**config.mk**
```make
export PLATFORM = sky130hd
export DESIGN_NAME = svg_control
export DESIGN_NICKNAME = d
export VERILOG_FILES = /design/src/svg_pkg.sv /design/src/svg_control.sv
export SDC_FILE = /design/constraint.sdc
export NUM_CORES = 1
export LEC_CHECK = 0
export ABC_AREA = 1
export BUFFER_PORTS_ARGS = -buffer_cell sky130_fd_sc_hd__buf_2
export CORE_MARGIN = 4
export CORE_UTILIZATION = 60
export CTS_CLUSTER_SIZE = 14
export DETAILED_ROUTE_END_ITERATION = 10
export PLACE_DENSITY = 0.89
export SYNTH_ARGS = -nofsm -noshare
export SYNTH_HDL_FRONTEND = slang
export SYNTH_SLANG_ARGS = --single-unit
```
**constraint.sdc**
```tcl
create_clock -name clock -period 2.62 [get_ports clock]
set_input_delay 0.393 -clock clock [delete_from_list [all_inputs] [get_ports clock]]
set_output_delay 0.393 -clock clock [all_outputs]
set_load 0.02 [all_outputs]
```
**src/svg_pkg.sv**
```systemverilog
// Shared types, constants and tables of the spiral vertex generator.
package svg_pkg;

   // Fixed-point format of pixels, radii, spacings, turns and arc position.
   localparam int FRAC_BITS = 8;

   // Divider numerator width: a 29-bit radius difference shifted by 2F.
   localparam int DIV_W = 29 + 2 * FRAC_BITS;
   localparam int DIV_STEPS = DIV_W;
   localparam int SQRT_STEPS = 32;
   localparam int MAX_CORDIC_STEPS = 24;
   localparam int CNT_W = 6;
   localparam int IDX_W = 5;

   localparam logic [29:0] INV_TWO_PI_Q32 = 30'd683565276;
   localparam logic [17:0] PI_Q16 = 18'd205887;
   localparam logic [29:0] CORDIC_GAIN_Q30 = 30'd652032874;

   // Configuration register indexes.
   typedef enum logic [2:0] {
      REG_CENTER_X      = 3'd0,
      REG_CENTER_Y      = 3'd1,
      REG_INNER_RADIUS  = 3'd2,
      REG_OUTER_RADIUS  = 3'd3,
      REG_TURN_COUNT    = 3'd4,
      REG_SPACING_START = 3'd5,
      REG_SPACING_END   = 3'd6
   } reg_index_type;

   // Datapath operations issued by the controller.
   typedef enum logic [4:0] {
      OP_NONE,
      OP_BAD,
      OP_LD_DR,
      OP_LD_SR,
      OP_LD_D,
      OP_DIV_STEP,
      OP_MUL_QHI,
      OP_MUL_QLO,
      OP_SET_DR,
      OP_SET_SR,
      OP_MUL_TPI,
      OP_MUL_LEN,
      OP_SET_LEN,
      OP_MUL_R1SQ,
      OP_MUL_DRD,
      OP_SQ_LD,
      OP_SQ_STEP,
      OP_MUL_PHASE,
      OP_COR_LD,
      OP_COR_STEP,
      OP_MUL_CX,
      OP_MUL_SY,
      OP_MUL_INC,
      OP_ADV
   } op_type;

   typedef struct packed {
      op_type           op;
      logic [IDX_W-1:0] idx;
   } cmd_type;

   typedef struct packed {
      logic bad_radii;
      logic finished;
   } status_type;

   typedef struct packed {
      logic        en;
      logic [2:0]  index;
      logic [23:0] data;
   } cfg_write_type;

   // Arctangent of 2^-i as a fraction of a full turn, 2^32 per turn.
   function automatic logic signed [33:0] atan_entry(input logic [IDX_W-1:0] i);
      logic signed [33:0] v;
      case (i)
         5'd0:  v = 34'sd536870912;
         5'd1:  v = 34'sd316933406;
         5'd2:  v = 34'sd167458907;
         5'd3:  v = 34'sd85004756;
         5'd4:  v = 34'sd42667331;
         5'd5:  v = 34'sd21354465;
         5'd6:  v = 34'sd10679838;
         5'd7:  v = 34'sd5340245;
         5'd8:  v = 34'sd2670163;
         5'd9:  v = 34'sd1335087;
         5'd10: v = 34'sd667544;
         5'd11: v = 34'sd333772;
         5'd12: v = 34'sd166886;
         5'd13: v = 34'sd83443;
         5'd14: v = 34'sd41722;
         5'd15: v = 34'sd20861;
         5'd16: v = 34'sd10430;
         5'd17: v = 34'sd5215;
         5'd18: v = 34'sd2608;
         5'd19: v = 34'sd1304;
         5'd20: v = 34'sd652;
         5'd21: v = 34'sd326;
         5'd22: v = 34'sd163;
         5'd23: v = 34'sd81;
         default: v = 34'sd0;
      endcase
      return v;
   endfunction

endpackage

```
**src/svg_control.sv**
```systemverilog
// Controller: sequences the datapath through walk setup and vertex steps.
module svg_control import svg_pkg::*; #(
   parameter int CORDIC_STEPS = 16
) (
   input  logic       clock,
   input  logic       reset,
   input  logic       req_valid,
   input  logic       req_restart,
   output logic       req_ready,
   output logic       rsp_valid,
   input  logic       rsp_ready,
   input  status_type status,
   output cmd_type    cmd
);

   typedef enum logic [27:0] {
      ST_IDLE    = 28'h0000001,
      ST_BAD     = 28'h0000002,
      ST_LD_DR   = 28'h0000004,
      ST_DIV_DR  = 28'h0000008,
      ST_HI_DR   = 28'h0000010,
      ST_LO_DR   = 28'h0000020,
      ST_SET_DR  = 28'h0000040,
      ST_LD_SR   = 28'h0000080,
      ST_DIV_SR  = 28'h0000100,
      ST_HI_SR   = 28'h0000200,
      ST_LO_SR   = 28'h0000400,
      ST_SET_SR  = 28'h0000800,
      ST_TPI     = 28'h0001000,
      ST_LEN     = 28'h0002000,
      ST_SET_LEN = 28'h0004000,
      ST_R1SQ    = 28'h0008000,
      ST_DRD     = 28'h0010000,
      ST_SQ_LD   = 28'h0020000,
      ST_SQ      = 28'h0040000,
      ST_LD_D    = 28'h0080000,
      ST_DIV_D   = 28'h0100000,
      ST_PHASE   = 28'h0200000,
      ST_COR_LD  = 28'h0400000,
      ST_COR     = 28'h0800000,
      ST_MCX     = 28'h1000000,
      ST_MSY     = 28'h2000000,
      ST_MINC    = 28'h4000000,
      ST_ADV     = 28'h8000000
   } state_type;

   localparam logic [CNT_W-1:0] DIV_LAST  = CNT_W'(DIV_STEPS - 1);
   localparam logic [CNT_W-1:0] SQRT_LAST = CNT_W'(SQRT_STEPS - 1);
   localparam logic [CNT_W-1:0] COR_LAST  = CNT_W'(CORDIC_STEPS - 1);

   state_type        state_ff, state_in;
   logic [CNT_W-1:0] cnt_ff, cnt_in;
   logic             rsp_valid_ff, rsp_valid_in;
   logic             slot_free, issue;

   assign slot_free = !rsp_valid_ff || rsp_ready;
   assign rsp_valid = rsp_valid_ff;
   assign req_ready = (state_ff == ST_IDLE);

   // Iterating states count steps and leave after the last one.
   function automatic logic step_done(input logic [CNT_W-1:0] c,
                                      input logic [CNT_W-1:0] last);
      return c == last;
   endfunction

   always_comb begin
      state_in = state_ff;
      cnt_in   = '0;
      cmd.op   = OP_NONE;
      cmd.idx  = cnt_ff[IDX_W-1:0];
      issue    = 1'b0;
      case (state_ff)
         ST_IDLE: begin
            if (req_valid) begin
               if (status.bad_radii) begin
                  state_in = ST_BAD;
               end else if (req_restart || status.finished) begin
                  state_in = ST_LD_DR;
               end else begin
                  state_in = ST_R1SQ;
               end
            end
         end
         ST_BAD: begin
            if (slot_free) begin
               cmd.op   = OP_BAD;
               issue    = 1'b1;
               state_in = ST_IDLE;
            end
         end
         // Radial rate: turn count division, then scale by one over two pi.
         ST_LD_DR: begin
            cmd.op   = OP_LD_DR;
            state_in = ST_DIV_DR;
         end
         ST_DIV_DR: begin
            cmd.op = OP_DIV_STEP;
            if (step_done(cnt_ff, DIV_LAST)) state_in = ST_HI_DR;
            else cnt_in = cnt_ff + 1'b1;
         end
         ST_HI_DR: begin
            cmd.op   = OP_MUL_QHI;
            state_in = ST_LO_DR;
         end
         ST_LO_DR: begin
            cmd.op   = OP_MUL_QLO;
            state_in = ST_SET_DR;
         end
         ST_SET_DR: begin
            cmd.op   = OP_SET_DR;
            state_in = ST_LD_SR;
         end
         // Spacing rate, the same way.
         ST_LD_SR: begin
            cmd.op   = OP_LD_SR;
            state_in = ST_DIV_SR;
         end
         ST_DIV_SR: begin
            cmd.op = OP_DIV_STEP;
            if (step_done(cnt_ff, DIV_LAST)) state_in = ST_HI_SR;
            else cnt_in = cnt_ff + 1'b1;
         end
         ST_HI_SR: begin
            cmd.op   = OP_MUL_QHI;
            state_in = ST_LO_SR;
         end
         ST_LO_SR: begin
            cmd.op   = OP_MUL_QLO;
            state_in = ST_SET_SR;
         end
         ST_SET_SR: begin
            cmd.op   = OP_SET_SR;
            state_in = ST_TPI;
         end
         // Total length.
         ST_TPI: begin
            cmd.op   = OP_MUL_TPI;
            state_in = ST_LEN;
         end
         ST_LEN: begin
            cmd.op   = OP_MUL_LEN;
            state_in = ST_SET_LEN;
         end
         ST_SET_LEN: begin
            cmd.op   = OP_SET_LEN;
            state_in = ST_R1SQ;
         end
         // Radius: square of the inner radius plus the arc term, then root.
         ST_R1SQ: begin
            cmd.op   = OP_MUL_R1SQ;
            state_in = ST_DRD;
         end
         ST_DRD: begin
            cmd.op   = OP_MUL_DRD;
            state_in = ST_SQ_LD;
         end
         ST_SQ_LD: begin
            cmd.op   = OP_SQ_LD;
            state_in = ST_SQ;
         end
         ST_SQ: begin
            cmd.op = OP_SQ_STEP;
            if (step_done(cnt_ff, SQRT_LAST)) state_in = ST_LD_D;
            else cnt_in = cnt_ff + 1'b1;
         end
         // Angle by division, then phase and CORDIC rotation.
         ST_LD_D: begin
            cmd.op   = OP_LD_D;
            state_in = ST_DIV_D;
         end
         ST_DIV_D: begin
            cmd.op = OP_DIV_STEP;
            if (step_done(cnt_ff, DIV_LAST)) state_in = ST_PHASE;
            else cnt_in = cnt_ff + 1'b1;
         end
         ST_PHASE: begin
            cmd.op   = OP_MUL_PHASE;
            state_in = ST_COR_LD;
         end
         ST_COR_LD: begin
            cmd.op   = OP_COR_LD;
            state_in = ST_COR;
         end
         ST_COR: begin
            cmd.op = OP_COR_STEP;
            if (step_done(cnt_ff, COR_LAST)) state_in = ST_MCX;
            else cnt_in = cnt_ff + 1'b1;
         end
         // Coordinates and arc advance.
         ST_MCX: begin
            cmd.op   = OP_MUL_CX;
            state_in = ST_MSY;
         end
         ST_MSY: begin
            cmd.op   = OP_MUL_SY;
            state_in = ST_MINC;
         end
         ST_MINC: begin
            cmd.op   = OP_MUL_INC;
            state_in = ST_ADV;
         end
         ST_ADV: begin
            if (slot_free) begin
               cmd.op   = OP_ADV;
               issue    = 1'b1;
               state_in = ST_IDLE;
            end
         end
         default: begin
            state_in = ST_IDLE;
         end
      endcase
      rsp_valid_in = issue || (rsp_valid_ff && !rsp_ready);
   end

   always_ff @(posedge clock) begin
      if (reset) begin
         state_ff     <= ST_IDLE;
         cnt_ff       <= '0;
         rsp_valid_ff <= 1'b0;
      end else begin
         state_ff     <= state_in;
         cnt_ff       <= cnt_in;
         rsp_valid_ff <= rsp_valid_in;
      end
   end

endmodule

```
### Word-level counts from Yosys, hierarchy flattened

Cells that the tools add are included.

* bits in registers: 35

* $add $sub $neg: 1
* muxes and demuxes: 19
* reduce and logical (&&, ||, !) cells: 11
* equality and inequality tests: 38

Operator list (count)
* one-hot mux 28 bit (27 select lines): 1
* two-way mux 28 bit: 7
* one-hot mux 5 bit (23 select lines): 1
* two-way mux 16 bit: 2
* == test 28 x 1 -> 1 bit, second input constant: 1
* == test 28 x 10 -> 1 bit, second input constant: 1
* == test 28 x 11 -> 1 bit, second input constant: 1
* == test 28 x 12 -> 1 bit, second input constant: 1
* == test 28 x 13 -> 1 bit, second input constant: 1
* == test 28 x 14 -> 1 bit, second input constant: 1
* == test 28 x 15 -> 1 bit, second input constant: 1
* == test 28 x 16 -> 1 bit, second input constant: 1
* == test 28 x 17 -> 1 bit, second input constant: 1
* == test 28 x 18 -> 1 bit, second input constant: 1
* == test 28 x 19 -> 1 bit, second input constant: 1
* == test 28 x 2 -> 1 bit, second input constant: 1
* == test 28 x 20 -> 1 bit, second input constant: 1
* == test 28 x 21 -> 1 bit, second input constant: 1
* == test 28 x 22 -> 1 bit, second input constant: 1
* == test 28 x 23 -> 1 bit, second input constant: 1
* == test 28 x 24 -> 1 bit, second input constant: 1
* == test 28 x 25 -> 1 bit, second input constant: 1
* == test 28 x 26 -> 1 bit, second input constant: 1
* == test 28 x 27 -> 1 bit, second input constant: 1
* 24 further kinds: 38

### Depth between registers and ports, before layout

* depth after elaboration: 5
* depth in mapped cells: 14

### Worst setup path after synthesis

OpenSTA, ideal clock, no wires.

* path type: register to output
* from: register state_ff[12]
* to: output port cmd[9] in the netlist's numbering
* setup slack: 0.603 ns
* path buffers: 1
* cell stages (with the launch flop): 11
* arrival: 1.624 ns
* path through: dfxtp_1 nor2_2 nand2_4 nor2_8 nand2_8 buf_2 nor3_2 nand3_1 o21ai_1 nor2_1 nand3b_1

RTL lines
* start: declaration: line svg_control.sv:51 `state_type state_ff, state_in;`
* start signal: assignment: line svg_control.sv:222 `state_ff <= state_in;`
* end: declaration: line svg_control.sv:13 `output cmd_type cmd`

==> summary.md <==
| Metric | Value |
|---|---|
| PwrDens | `between 600 and 700 mW/mm^2` |
| DRC Markers | `0` |
| Synth Cell Area | `0.00275 sq mm` |
| CP top delay family | `simple AND/OR/NAND/NOR gates` |
| Finished Core Util | `0.692` |
| Port-buffer cells | `18` |
| Fin. Hold Viols | `0` |
| Netlist cell types | `39` |
| Share of the synthesized area in the top cell type | `0.254` |
| CTS buffer count | `5` |
| Total Power | `approximately 0.0020 W` |
| Worst slew margin | `0.506` |
| Leak | `1.54 nW` |
| Synth-to-Final Area Change | `10.2%` |
| FP Rows | `24` |
| Routed Antenna Nets | `0` |
| Starting Density | `0.628` |
| Largest net degree at the start of global routing | `19` |
| Root buf cell | `clkbuf_8` |
| Total negative slack | `0 ps` |
| Clk pin slew, worst setup/hold paths | `70 ps` |
| Placement Cell Area | `0.00282 sq mm` |
| Area contributors post-synth | `dfxtp_1, nor2_1, nand2_1` |
| Bufs and invs on worst path | `3` |
| Final nets | `about 450` |
| Critical Path AT | `2160 ps` |
| Post-Route WL | `between 6000 and 7000 microns` |
| Initial DRT Pass Iterations | `5` |
| DP HPWL | `about 5000 microns` |
| Initial antenna violation count | `0` |
| Crit end category | `output pin` |
| EDFF count, synth | `0` |
| Worst VDD drop | `0.000389 V` |
| Routability cong. | `0.958` |
| Syn avg cell area | `about 6.5 sq um` |
| Asr flop ratio synth | `0` |
| Critical Path Slowest Stage Cell | `dfxtp_1` |
| Global-route wire length before repair | `10,900 microns` |
| Io pins | `19` |
| Worst Setup Path Type | `flop to output pin` |
| Least-Margin Pin Slew | `approximately 740 ps` |
| Gate Count Post-Synth | `424` |
| Antenna diodes | `0` |
| Die Wd | `75.8 microns` |
| Hold Crit Class | `input port to flop` |
| CP Max Fanout | `10` |
| Max Cap Viol | `0` |
| Highest-count cells in the layout ignoring fill and taps | `nor2_1, nand2_1, inv_1` |
| Worst path cell trace | `nor2_2, nand2_2, nor2_4, nand2_8, buf_12, nor2_1, inv_1, nand4_1, or3_1, buf_2` |
| Yosys top cell by area | `dfxtp_1` |
| Worst-skew pair later-pin latency | `290 ps` |
| Ys flop type | `dfxtp_1` |
| Placeable core region | `0.00438 sq mm` |
| Clock sinks | `35` |
| Die Area | `0.00574 sq mm` |
| Status | `completed` |
| F_max | `0.391 GHz` |
| DIE HEIGHT | `75.8 microns` |
| Count of pins over their slew limit | `0` |
| Drt first-iter violations | `242` |
| Setup ws final | `64.4 ps` |
| Gr ovfl total | `0` |
| Max stage delay on crit path | `320 ps` |
| Clk buf depth | `2` |
| CTS tree | `built` |
| Via density | `5.47` |
| Required @ worst endpoint | `~2200 ps` |
| Post-route clock period utilization | `0.975` |
| Wire length per cell | `13.9 microns` |
| Most common cell after layout, fill and taps aside | `nor2_1` |
| Layout cell share with drive strength beyond 1 | `0.240` |
| Vias | `2,726` |
| Vias in the first global route | `2,419` |
| Dpl ws | `348 ps` |
| Synth Register Bits | `35` |
| GRT Total Usage | `0.248` |
| Startpoint class of the critical path | `flop` |
| Final setup violation count | `0` |
| Sequential cell area fraction in the yosys report | `0.254` |
| Synthesized Nets | `433` |
| Post-route cell area | `0.00303 sq mm` |
| Final min period | `2560 ps` |
| Yosys warns | `0` |
| Final Skew | `3.85 ps` |
| H-tree levels | `2` |
kinds of logic (layout without fill, tap and decap cells):
kind of cell	Yosys count	in the layout	synth area share
AO/OA/AOI/OAI	18	18	0.0377
adder cells (fa/ha/maj)	2	2	0.00909
XOR/XNOR	3	3	0.00954
flip-flops	35	35	0.254
AND/OR/NAND/NOR	286	286	0.559
buffers and inverters	80	102	0.130
state kept, by name, indices dropped and copies added, names as in the netlist:
signal / count
rsp_valid: 1
state_ff: 28
cnt_ff: 6
worst register-to-register path, delay by kind of cell, from the launching register on:
kind | cells | cell delay (ps)
buffers and inverters | 1 | 170
AND/OR/NAND/NOR | 10 | 1410
flip-flops | 1 | 320
AO/OA/AOI/OAI | 1 | 130
layout make-up:
| class | instances | area (sq um) |
|---|---|---|
| Clock inverter | 3 | 43.8 |
| Clock buffer | 5 | 68.8 |
| Tap cell | 52 | 65.1 |
| Timing Repair Buffer | 25 | 168 |
| Inverter | 69 | 269 |
| Multi-Input combinational cell | 309 | 1710 |
| Fill cell | 369 | 1350 |
| Sequential cell | 35 | 709 |
report_power, final:
part / switching [W] / total (W) / internal (W)
sequential: 0.0000322 / 0.000595 / 0.000563
combinational: 0.000612 / 0.000913 / 0.000301
clock: 0.000211 / 0.000495 / 0.000283
total: 0.000856 / 0.00200 / 0.00115
layer usage:
| layer | track usage | share of wire | vias to the layer above |
|---|---|---|---|
| met2 | 0.410 | 0.49 | 122 |
| li1 | - | - | 1365 |
| met1 | 0.327 | 0.42 | 1227 |
| met5 | 0 | 0 | - |
| met4 | 0.0738 | 0.012 | 0 |
| met3 | 0.0488 | 0.084 | 12 |
what timing repair did:
action / in CTS / in global routing
resized for setup: 0 / 12
hold endpoints to repair: 0 / 0
setup buffers: 0 / 7
hold buffers: 0 / 0
setup endpoints to repair: 0 / 5
synth_stat cells (all sizes together), types with 3 or more instances:
cell type  number
a21oi          11
and2            3
buf            10
dfxtp          35
inv            68
nand2          90
nand3          52
nand3b          9
nand4          11
nor2          104
nor3           13
o21ai           6
worst paths after layout:
| check | slack (ps) | startpoint | end | cells after the start |
|---|---|---|---|---|
| max | 60 | state_ff[3]$_SDFFE_PP0P_ | cmd[8] | 10 |
| min | 390 | status[1] | state_ff[2]$_SDFFE_PP0P_ | 4 |
| max reg2reg | 500 | state_ff[3]$_SDFFE_PP0P_ | state_ff[1]$_SDFFE_PP0P_ | 12 |
| min reg2reg | 490 | cnt_ff[0]$_SDFF_PP0_ | cnt_ff[0]$_SDFF_PP0_ | 1 |
through the flow:
step	hold WS (ps)	std cells
6_report	390	498
5_1_grt	416	498
4_1_cts	397	491
3_5_place_dp	468	483
3_3_place_gp	457	483
2_1_floorplan	441	424
Power figures use the tool's default switching activity.
